===== config.mk =====
export PLATFORM = sky130hd
export DESIGN_NAME = utf8_stream_decoder
export DESIGN_NICKNAME = d
export VERILOG_FILES = /design/src/design/usd_pkg.sv /design/src/design/usd_front.sv /design/src/design/usd_queue.sv /design/src/design/usd_back.sv /design/src/design/utf8_stream_decoder.sv
export SDC_FILE = /design/constraint.sdc
export NUM_CORES = 1
export LEC_CHECK = 0
export BUFFER_PORTS_ARGS = -buffer_cell sky130_fd_sc_hd__buf_4
export CAP_MARGIN = 20
export CORE_ASPECT_RATIO = 1.5
export CORE_UTILIZATION = 40
export DETAILED_ROUTE_END_ITERATION = 16
export PLACE_DENSITY = 0.68
export SLEW_MARGIN = 0
export SYNTH_ARGS = -nofsm -noshare
export SYNTH_HDL_FRONTEND = slang
export SYNTH_HIERARCHICAL = 1
export SYNTH_SLANG_ARGS = --single-unit

===== constraint.sdc =====
create_clock -name clk -period 3.66 [get_ports clk]
set_clock_uncertainty 0.15 [all_clocks]
set_input_delay 0.732 -clock clk [delete_from_list [all_inputs] [get_ports clk]]
set_output_delay 0.732 -clock clk [all_outputs]
set_load 0.05 [all_outputs]

===== src/design/usd_pkg.sv =====
// Shared types, constants and helpers for the UTF-8 stream decoder.
`default_nettype none
package usd_pkg;

  // Default depth of the command queue between front and back
  localparam int QUEUE_DEPTH_DEF = 4;

  // Reset value of the invalid code register (U+FFFD)
  localparam logic [31:0] INVALID_CODE_RST = 32'h0000_FFFD;

  // Lead byte classes
  localparam logic [2:0] LEN_BAD   = 3'd0;
  localparam logic [2:0] LEN_ASCII = 3'd1;
  localparam logic [2:0] LEN_TWO   = 3'd2;
  localparam logic [2:0] LEN_THREE = 3'd3;
  localparam logic [2:0] LEN_FOUR  = 3'd4;

  // Input item
  typedef struct packed {
    logic [7:0] data_byte;
    logic       final_byte;
  } in_t;

  // Result item
  typedef struct packed {
    logic [31:0] code_point;
    logic        is_invalid;
    logic        last_of_run;
    logic        text_done;
  } out_t;

  // Command from front to back: n_inv invalid results, then an optional
  // good code point
  typedef struct packed {
    logic [2:0]  n_inv;
    logic        has_good;
    logic [20:0] cp;
    logic        fin;
  } cmd_t;

  // Sequence length announced by a lead byte
  function automatic logic [2:0] lead_length(input logic [7:0] b);
    logic [2:0] len;
    if (b[7] == 1'b0)             len = LEN_ASCII;
    else if (b[7:5] == 3'b110)    len = LEN_TWO;
    else if (b[7:4] == 4'b1110)   len = LEN_THREE;
    else if (b[7:3] == 5'b11110)  len = LEN_FOUR;
    else                          len = LEN_BAD;
    return len;
  endfunction

  // Payload bits of a lead byte, zero extended
  function automatic logic [14:0] lead_bits(input logic [7:0] b, input logic [2:0] len);
    logic [14:0] v;
    case (len)
      LEN_TWO:   v = {10'd0, b[4:0]};
      LEN_THREE: v = {11'd0, b[3:0]};
      default:   v = {12'd0, b[2:0]};
    endcase
    return v;
  endfunction

endpackage
`default_nettype wire


===== src/design/usd_front.sv =====
// Front end: accepts bytes, tracks the pending sequence, issues commands.
`default_nettype none
module usd_front (
  input  wire logic         clk,
  input  wire logic         rst_n,
  input  wire logic         in_valid,
  input  wire usd_pkg::in_t in_data,
  input  wire logic         q_full,
  output logic              in_stall,
  output logic              q_push,
  output usd_pkg::cmd_t     q_cmd
);

  logic [1:0]  cnt_r, cnt_nxt;    // buffered bytes, 0 when idle
  logic [2:0]  len_r, len_nxt;    // announced length, 0 when idle
  logic [14:0] acc_r, acc_nxt;    // partial code point
  logic        take;
  logic        fresh;
  logic [2:0]  flen;
  logic [7:0]  b;
  logic        fin;

  assign in_stall = q_full;
  assign take     = in_valid && !q_full;
  assign b        = in_data.data_byte;
  assign fin      = in_data.final_byte;
  assign flen     = usd_pkg::lead_length(b);

  // Classify the byte against the pending sequence
  always_comb begin
    q_cmd          = '0;
    q_cmd.fin      = fin;
    cnt_nxt        = cnt_r;
    len_nxt        = len_r;
    acc_nxt        = acc_r;
    fresh          = 1'b0;
    if (cnt_r == 2'd0) begin
      fresh = 1'b1;
    end else if (b[7:6] == 2'b10) begin
      if ({1'b0, cnt_r} + 3'd1 == len_r) begin
        q_cmd.has_good = 1'b1;
        q_cmd.cp       = {acc_r, b[5:0]};
        cnt_nxt        = 2'd0;
        len_nxt        = 3'd0;
      end else if (fin) begin
        q_cmd.n_inv = {1'b0, cnt_r} + 3'd1;
        cnt_nxt     = 2'd0;
        len_nxt     = 3'd0;
      end else begin
        acc_nxt = {acc_r[8:0], b[5:0]};
        cnt_nxt = cnt_r + 2'd1;
      end
    end else begin
      // broken sequence: flush buffered bytes, then decode as a lead
      q_cmd.n_inv = {1'b0, cnt_r};
      cnt_nxt     = 2'd0;
      len_nxt     = 3'd0;
      fresh       = 1'b1;
    end

    if (fresh) begin
      if (flen == usd_pkg::LEN_ASCII) begin
        q_cmd.has_good = 1'b1;
        q_cmd.cp       = {13'd0, b};
      end else if (flen == usd_pkg::LEN_BAD || fin) begin
        q_cmd.n_inv = q_cmd.n_inv + 3'd1;
      end else begin
        acc_nxt = usd_pkg::lead_bits(b, flen);
        cnt_nxt = 2'd1;
        len_nxt = flen;
      end
    end

    if (fin) begin
      cnt_nxt = 2'd0;
      len_nxt = 3'd0;
    end
  end

  assign q_push = take && (q_cmd.n_inv != 3'd0 || q_cmd.has_good);

  // Sequence state
  always_ff @(posedge clk) begin
    if (!rst_n) begin
      cnt_r <= 2'd0;
      len_r <= 3'd0;
    end else if (take) begin
      cnt_r <= cnt_nxt;
      len_r <= len_nxt;
    end
  end

  // Partial code point, payload only
  always_ff @(posedge clk) begin
    if (take) begin
      acc_r <= acc_nxt;
    end
  end

endmodule
`default_nettype wire


===== src/design/usd_queue.sv =====
// Command queue between the front and the back.
`default_nettype none
module usd_queue #(
  parameter int DEPTH = usd_pkg::QUEUE_DEPTH_DEF
) (
  input  wire logic          clk,
  input  wire logic          rst_n,
  input  wire logic          push,
  input  wire usd_pkg::cmd_t push_cmd,
  input  wire logic          pop,
  output logic               full,
  output logic               empty,
  output usd_pkg::cmd_t      head
);

  localparam int PTR_W = (DEPTH > 1) ? $clog2(DEPTH) : 1;
  localparam int CNT_W = $clog2(DEPTH + 1);

  usd_pkg::cmd_t    mem_r [DEPTH];
  logic [PTR_W-1:0] wr_r, rd_r;
  logic [CNT_W-1:0] cnt_r;

  assign full  = (cnt_r == CNT_W'(DEPTH));
  assign empty = (cnt_r == '0);
  assign head  = mem_r[rd_r];

  // Pointers and fill level
  always_ff @(posedge clk) begin
    if (!rst_n) begin
      wr_r  <= '0;
      rd_r  <= '0;
      cnt_r <= '0;
    end else begin
      if (push) begin
        wr_r <= (wr_r == PTR_W'(DEPTH - 1)) ? '0 : wr_r + 1'b1;
      end
      if (pop) begin
        rd_r <= (rd_r == PTR_W'(DEPTH - 1)) ? '0 : rd_r + 1'b1;
      end
      if (push && !pop) begin
        cnt_r <= cnt_r + 1'b1;
      end else if (pop && !push) begin
        cnt_r <= cnt_r - 1'b1;
      end
    end
  end

  // Entry storage
  always_ff @(posedge clk) begin
    if (push) begin
      mem_r[wr_r] <= push_cmd;
    end
  end

endmodule
`default_nettype wire


===== src/design/usd_back.sv =====
// Back end: expands each command into result transfers via an output register.
`default_nettype none
module usd_back (
  input  wire logic          clk,
  input  wire logic          rst_n,
  input  wire logic          q_empty,
  input  wire usd_pkg::cmd_t q_head,
  input  wire logic [31:0]   invalid_code,
  input  wire logic          out_stall,
  output logic               q_pop,
  output logic               out_valid,
  output usd_pkg::out_t      out_data
);

  logic          out_valid_r;
  usd_pkg::out_t out_r, out_nxt;
  logic [2:0]    sent_r;          // results already sent from the head
  logic [2:0]    total;
  logic          load;
  logic          last;
  logic          inv;

  assign total     = q_head.n_inv + {2'd0, q_head.has_good};
  assign inv       = (sent_r < q_head.n_inv);
  assign last      = (sent_r + 3'd1 == total);
  assign load      = !q_empty && (!out_valid_r || !out_stall);
  assign q_pop     = load && last;
  assign out_valid = out_valid_r;
  assign out_data  = out_r;

  // Next result from the head command
  always_comb begin
    out_nxt.code_point  = inv ? invalid_code : {11'd0, q_head.cp};
    out_nxt.is_invalid  = inv;
    out_nxt.last_of_run = last;
    out_nxt.text_done   = last && q_head.fin;
  end

  // Output valid and position within the head command
  always_ff @(posedge clk) begin
    if (!rst_n) begin
      out_valid_r <= 1'b0;
      sent_r      <= 3'd0;
    end else begin
      if (load) begin
        out_valid_r <= 1'b1;
        sent_r      <= last ? 3'd0 : sent_r + 3'd1;
      end else if (!out_stall) begin
        out_valid_r <= 1'b0;
      end
    end
  end

  // Output payload
  always_ff @(posedge clk) begin
    if (load) begin
      out_r <= out_nxt;
    end
  end

endmodule
`default_nettype wire


===== src/design/utf8_stream_decoder.sv =====
// Top level of the UTF-8 stream decoder.
// Path: the first result of a byte goes through the command queue, then the output register.
// Throughput: one byte per cycle while out_stall stays low and each byte gives at most
//   one result; a byte giving k results holds the output side until all k have left,
//   the command queue (QUEUE_DEPTH entries) absorbs such bursts before in_stall rises.
// Reset: synchronous active-low rst_n empties the queue, idles the decoder and
//   sets invalid_code to 0xFFFD; no clearing pass.
`default_nettype none
module utf8_stream_decoder #(
  parameter int QUEUE_DEPTH = usd_pkg::QUEUE_DEPTH_DEF
) (
  input  wire logic          clk,
  input  wire logic          rst_n,
  input  wire logic          in_valid,
  output logic               in_stall,
  input  wire usd_pkg::in_t  in_data,
  output logic               out_valid,
  input  wire logic          out_stall,
  output usd_pkg::out_t      out_data,
  input  wire logic          cfg_valid,
  output logic               cfg_ready,
  input  wire logic [31:0]   cfg_data
);

  logic [31:0]   invalid_code_r;
  logic          q_push, q_pop, q_full, q_empty;
  usd_pkg::cmd_t q_cmd, q_head;

  // Configuration register
  assign cfg_ready = 1'b1;

  always_ff @(posedge clk) begin
    if (!rst_n) begin
      invalid_code_r <= usd_pkg::INVALID_CODE_RST;
    end else if (cfg_valid && cfg_ready) begin
      invalid_code_r <= cfg_data;
    end
  end

  usd_front u_front (
    .clk      (clk),
    .rst_n    (rst_n),
    .in_valid (in_valid),
    .in_data  (in_data),
    .q_full   (q_full),
    .in_stall (in_stall),
    .q_push   (q_push),
    .q_cmd    (q_cmd)
  );

  usd_queue #(
    .DEPTH (QUEUE_DEPTH)
  ) u_queue (
    .clk      (clk),
    .rst_n    (rst_n),
    .push     (q_push),
    .push_cmd (q_cmd),
    .pop      (q_pop),
    .full     (q_full),
    .empty    (q_empty),
    .head     (q_head)
  );

  usd_back u_back (
    .clk          (clk),
    .rst_n        (rst_n),
    .q_empty      (q_empty),
    .q_head       (q_head),
    .invalid_code (invalid_code_r),
    .out_stall    (out_stall),
    .q_pop        (q_pop),
    .out_valid    (out_valid),
    .out_data     (out_data)
  );

endmodule
`default_nettype wire

==> results by group <==
Outcome
  • Status: complete, no violations

Detailed routing
  • Via Count: 4645
  • WL per Instance: 16.86 microns
  • DRT iter0 DRCs: about 250
  • Post-DRT Antenna Nets: 0
  • Pre-antenna DRT Iters: 5
  • Final WL: 15490 microns
  • Via/cell ratio: 5.054
  • DRC viols: 0

Die
  • # IOs: 84
  • Rows: 64
  • Die X: around 120 microns
  • Die area: 21810 sq um
  • Initial Util: 0.4123
  • Die height: approximately 180 microns
  • Core area: 20580 sq um

Global route
  • Grt ovf: 0
  • Initial antenna violation count: 0
  • First-pass GRT wire length: 25750 microns
  • Total Routing Usage GR: 0.1477
  • Vias in the first global route: 5081
  • Largest net degree at the start of global routing: 50

Clock network
  • Clk slew on worst S/H paths: 60 ps
  • Max Buffers Root-to-Sink: 3
  • Hold buffers post-CTS: 0
  • Clock Sinks: 204
  • H-tree depth: 1
  • TritonCTS Buffers: 20
  • Clock root buffer: clkbuf_16
  • Clk_lat worst skew: between 400 and 500 ps
  • CTS tree: yes

Power
  • LEAKAGE: 3.830 nW
  • Total Power: 7.471 mW
  • Power Dens Cells: 738.0 nW/um^2
  • Max IR drop VDD: around 0.00032 V

Logic synthesis
  • Largest area contributor in the netlist: edfxtp_1
  • Unique masters post-synth: 51
  • Yosys top cell area share: 0.5451
  • Synth top area cells: edfxtp_1, dfxtp_1, mux4_2
  • Post-Syn Area: 8484 sq um
  • Share of flip-flops with an asynchronous set or reset: 0
  • Ys flop type: edfxtp_1
  • Synth Register Bits: around 200
  • Register area share after synthesis: 0.6630
  • Mapped Nets: 599
  • Syn. warnings: 6
  • Post-synth EDFFs: roughly 150
  • Cells after synthesis: roughly 540
  • Syn Area/Cell: 15.77 sq um

Critical path
  • CP Class: reg -> reg
  • CP arrival: 3730 ps
  • Crit-path max FO: 5
  • CP Capture Type: flip-flop
  • FF-to-FF path depth: 14
  • Crit path required time: a little under 4000 ps
  • Crit path launch type: flip-flop

Placed design
  • RePlAce Congestion: 0.7582
  • Port-buffer cells: 82
  • Placement Cell Area: 9390 sq um
  • Hpwl dp: 10400 microns

Cells and area
  • Post-route cell area: ~10000 sq um
  • Fin util: 0.4919
  • Commonest cells after routing, fill and taps aside: edfxtp_1, buf_4, nand2_1, dfxtp_1, and2_1
  • Ratio of cells with drive above 1 in the final layout: 0.2962
  • Synth-to-layout area growth: 19.32%
  • Commonest non-fill, non-tap cell in the layout: edfxtp_1
  • N_diodes: 0
  • Final nets: 702

Hold path
  • Hold Path Depth: 3
  • Worst hold path type: in -> reg

Timing
  • Least-Margin Pin Slew: about 560 ps
  • Final setup TNS: 0 ps
  • Max Slew Vio Count: 0
  • Fmax: 289.3 MHz
  • Final Hold Viols: 0
  • Slew headroom: 0.6258
  • Setup violators final: 0
  • Fin crit share: 0.9445
  • Post-route minimum period: 3457 ps

Job
  • Max cap viols: 0
[path summary, 6_finish.rpt]
check | from | endpoint | slack (ps)
setup / recovery | u_front/cnt_r[0] | u_queue/cnt_r[2] | 200
hold / removal | cfg_data[13] | invalid_code_r[13] | 310
setup reg to reg | u_front/cnt_r[0] | u_queue/cnt_r[2] | 200
hold reg to reg | invalid_code_r[13] | invalid_code_r[13] | 320
[state kept, by name (all words and copies together), names as in the netlist, named ones only]
| name | cells |
|---|---|
| u_front/cnt_r | 2 |
| u_back/out_data | 35 |
| invalid_code_r | 32 |
| u_queue/cnt_r | 3 |
| u_front/len_r | 3 |
| u_back/out_valid | 1 |
| u_front/acc_r | 15 |
| u_back/sent_r | 3 |
| u_queue/wr_r | 2 |
| u_queue/mem_r | 104 |
| u_queue/rd_r | 2 |
[worst max-delay path, cell delays in order (launching register included)]
cell,delay (ps)
dfxtp_1,320
buf_4,160
ha_1,230
xnor2_1,310
a311o_1,240
a21oi_2,70
ha_1,290
mux2_4,260
o41a_1,360
ha_2,210
inv_1,70
fa_1,180
xor2_1,80
or3_1,330
a21boi_1,140
[logic make-up (layout without fill, tap and decap cells)]
group,count (synthesis),in the layout,share of synthesized area
DFF,204,204,0.6630
muxes,87,87,0.1478
AOI/OAI and AO/OA,47,47,0.03820
adders and majority gates,15,15,0.02301
buffers and inverters,36,153,0.03038
xor gates and xnor gates,12,12,0.01327
and+or+nand+nor,136,136,0.08391
other,1,1,0.0004420
[layer usage]
| metal | up-vias | wire [microns] | track usage |
|---|---|---|---|
| met1 | 2298 | 6358 | 0.1773 |
| met2 | 116 | 8103 | 0.2677 |
| met3 | 27 | 728 | 0.02152 |
| met4 | 0 | 304 | 0.04790 |
| met5 | - | 0 | 0 |
| li1 | 2204 | - | - |
[cell usage after synthesis, drive strengths merged, types with 2 or more instances]
| master | number |
|---|---|
| dfxtp | 50 |
| mux2i | 36 |
| nand2b | 6 |
| ha | 14 |
| nand2 | 50 |
| nor3b | 3 |
| nor2 | 4 |
| buf | 18 |
| nand3 | 4 |
| mux2 | 25 |
| a31oi | 4 |
| xor2 | 6 |
| a21boi | 3 |
| mux4 | 26 |
| and2 | 39 |
| a311o | 2 |
| inv | 12 |
| clkbuf | 6 |
| a21oi | 17 |
| nand4 | 2 |
| o21ai | 9 |
| nor3 | 3 |
| edfxtp | 154 |
| xnor2 | 6 |
| nor2b | 22 |
[repair_timing]
item / in CTS / in global routing
buffers inserted: 1 / 0
resized for setup: 0 / 9
gates cloned: 0 / 0
pin swaps: 1 / 0
endpoints found under the setup margin: 1 / 2
[metrics by stage]
stage,cells,hold WS [ps],worst slack (ps)
floorplan,538,285.5,81.65
global placement,882,300.9,37.13
detailed placement,882,305.0,-101.7
CTS,919,300.5,14.27
global route,919,305.6,-2.881
finish,919,313.7,203.2
[final cells by class]
class	instances	area [sq um]
well taps	264	330.3
flip-flops and latches	204	5628
inverters	12	45.04
repair buffers	105	788.3
multi-input cells	298	2646
fillers	1725	10460
clock buffers	27	558.0
clock inverters	9	127.6
[report_power, final]
| group | internal (mW) | leakage [nW] | switching [mW] |
|---|---|---|---|
| Combinational | 0.819 | 1.58 | 1.41 |
| Clock | 1.29 | 0.339 | 0.822 |
| Sequential | 2.98 | 1.91 | 0.153 |
No activity file was read; power rests on OpenSTA's default activity.
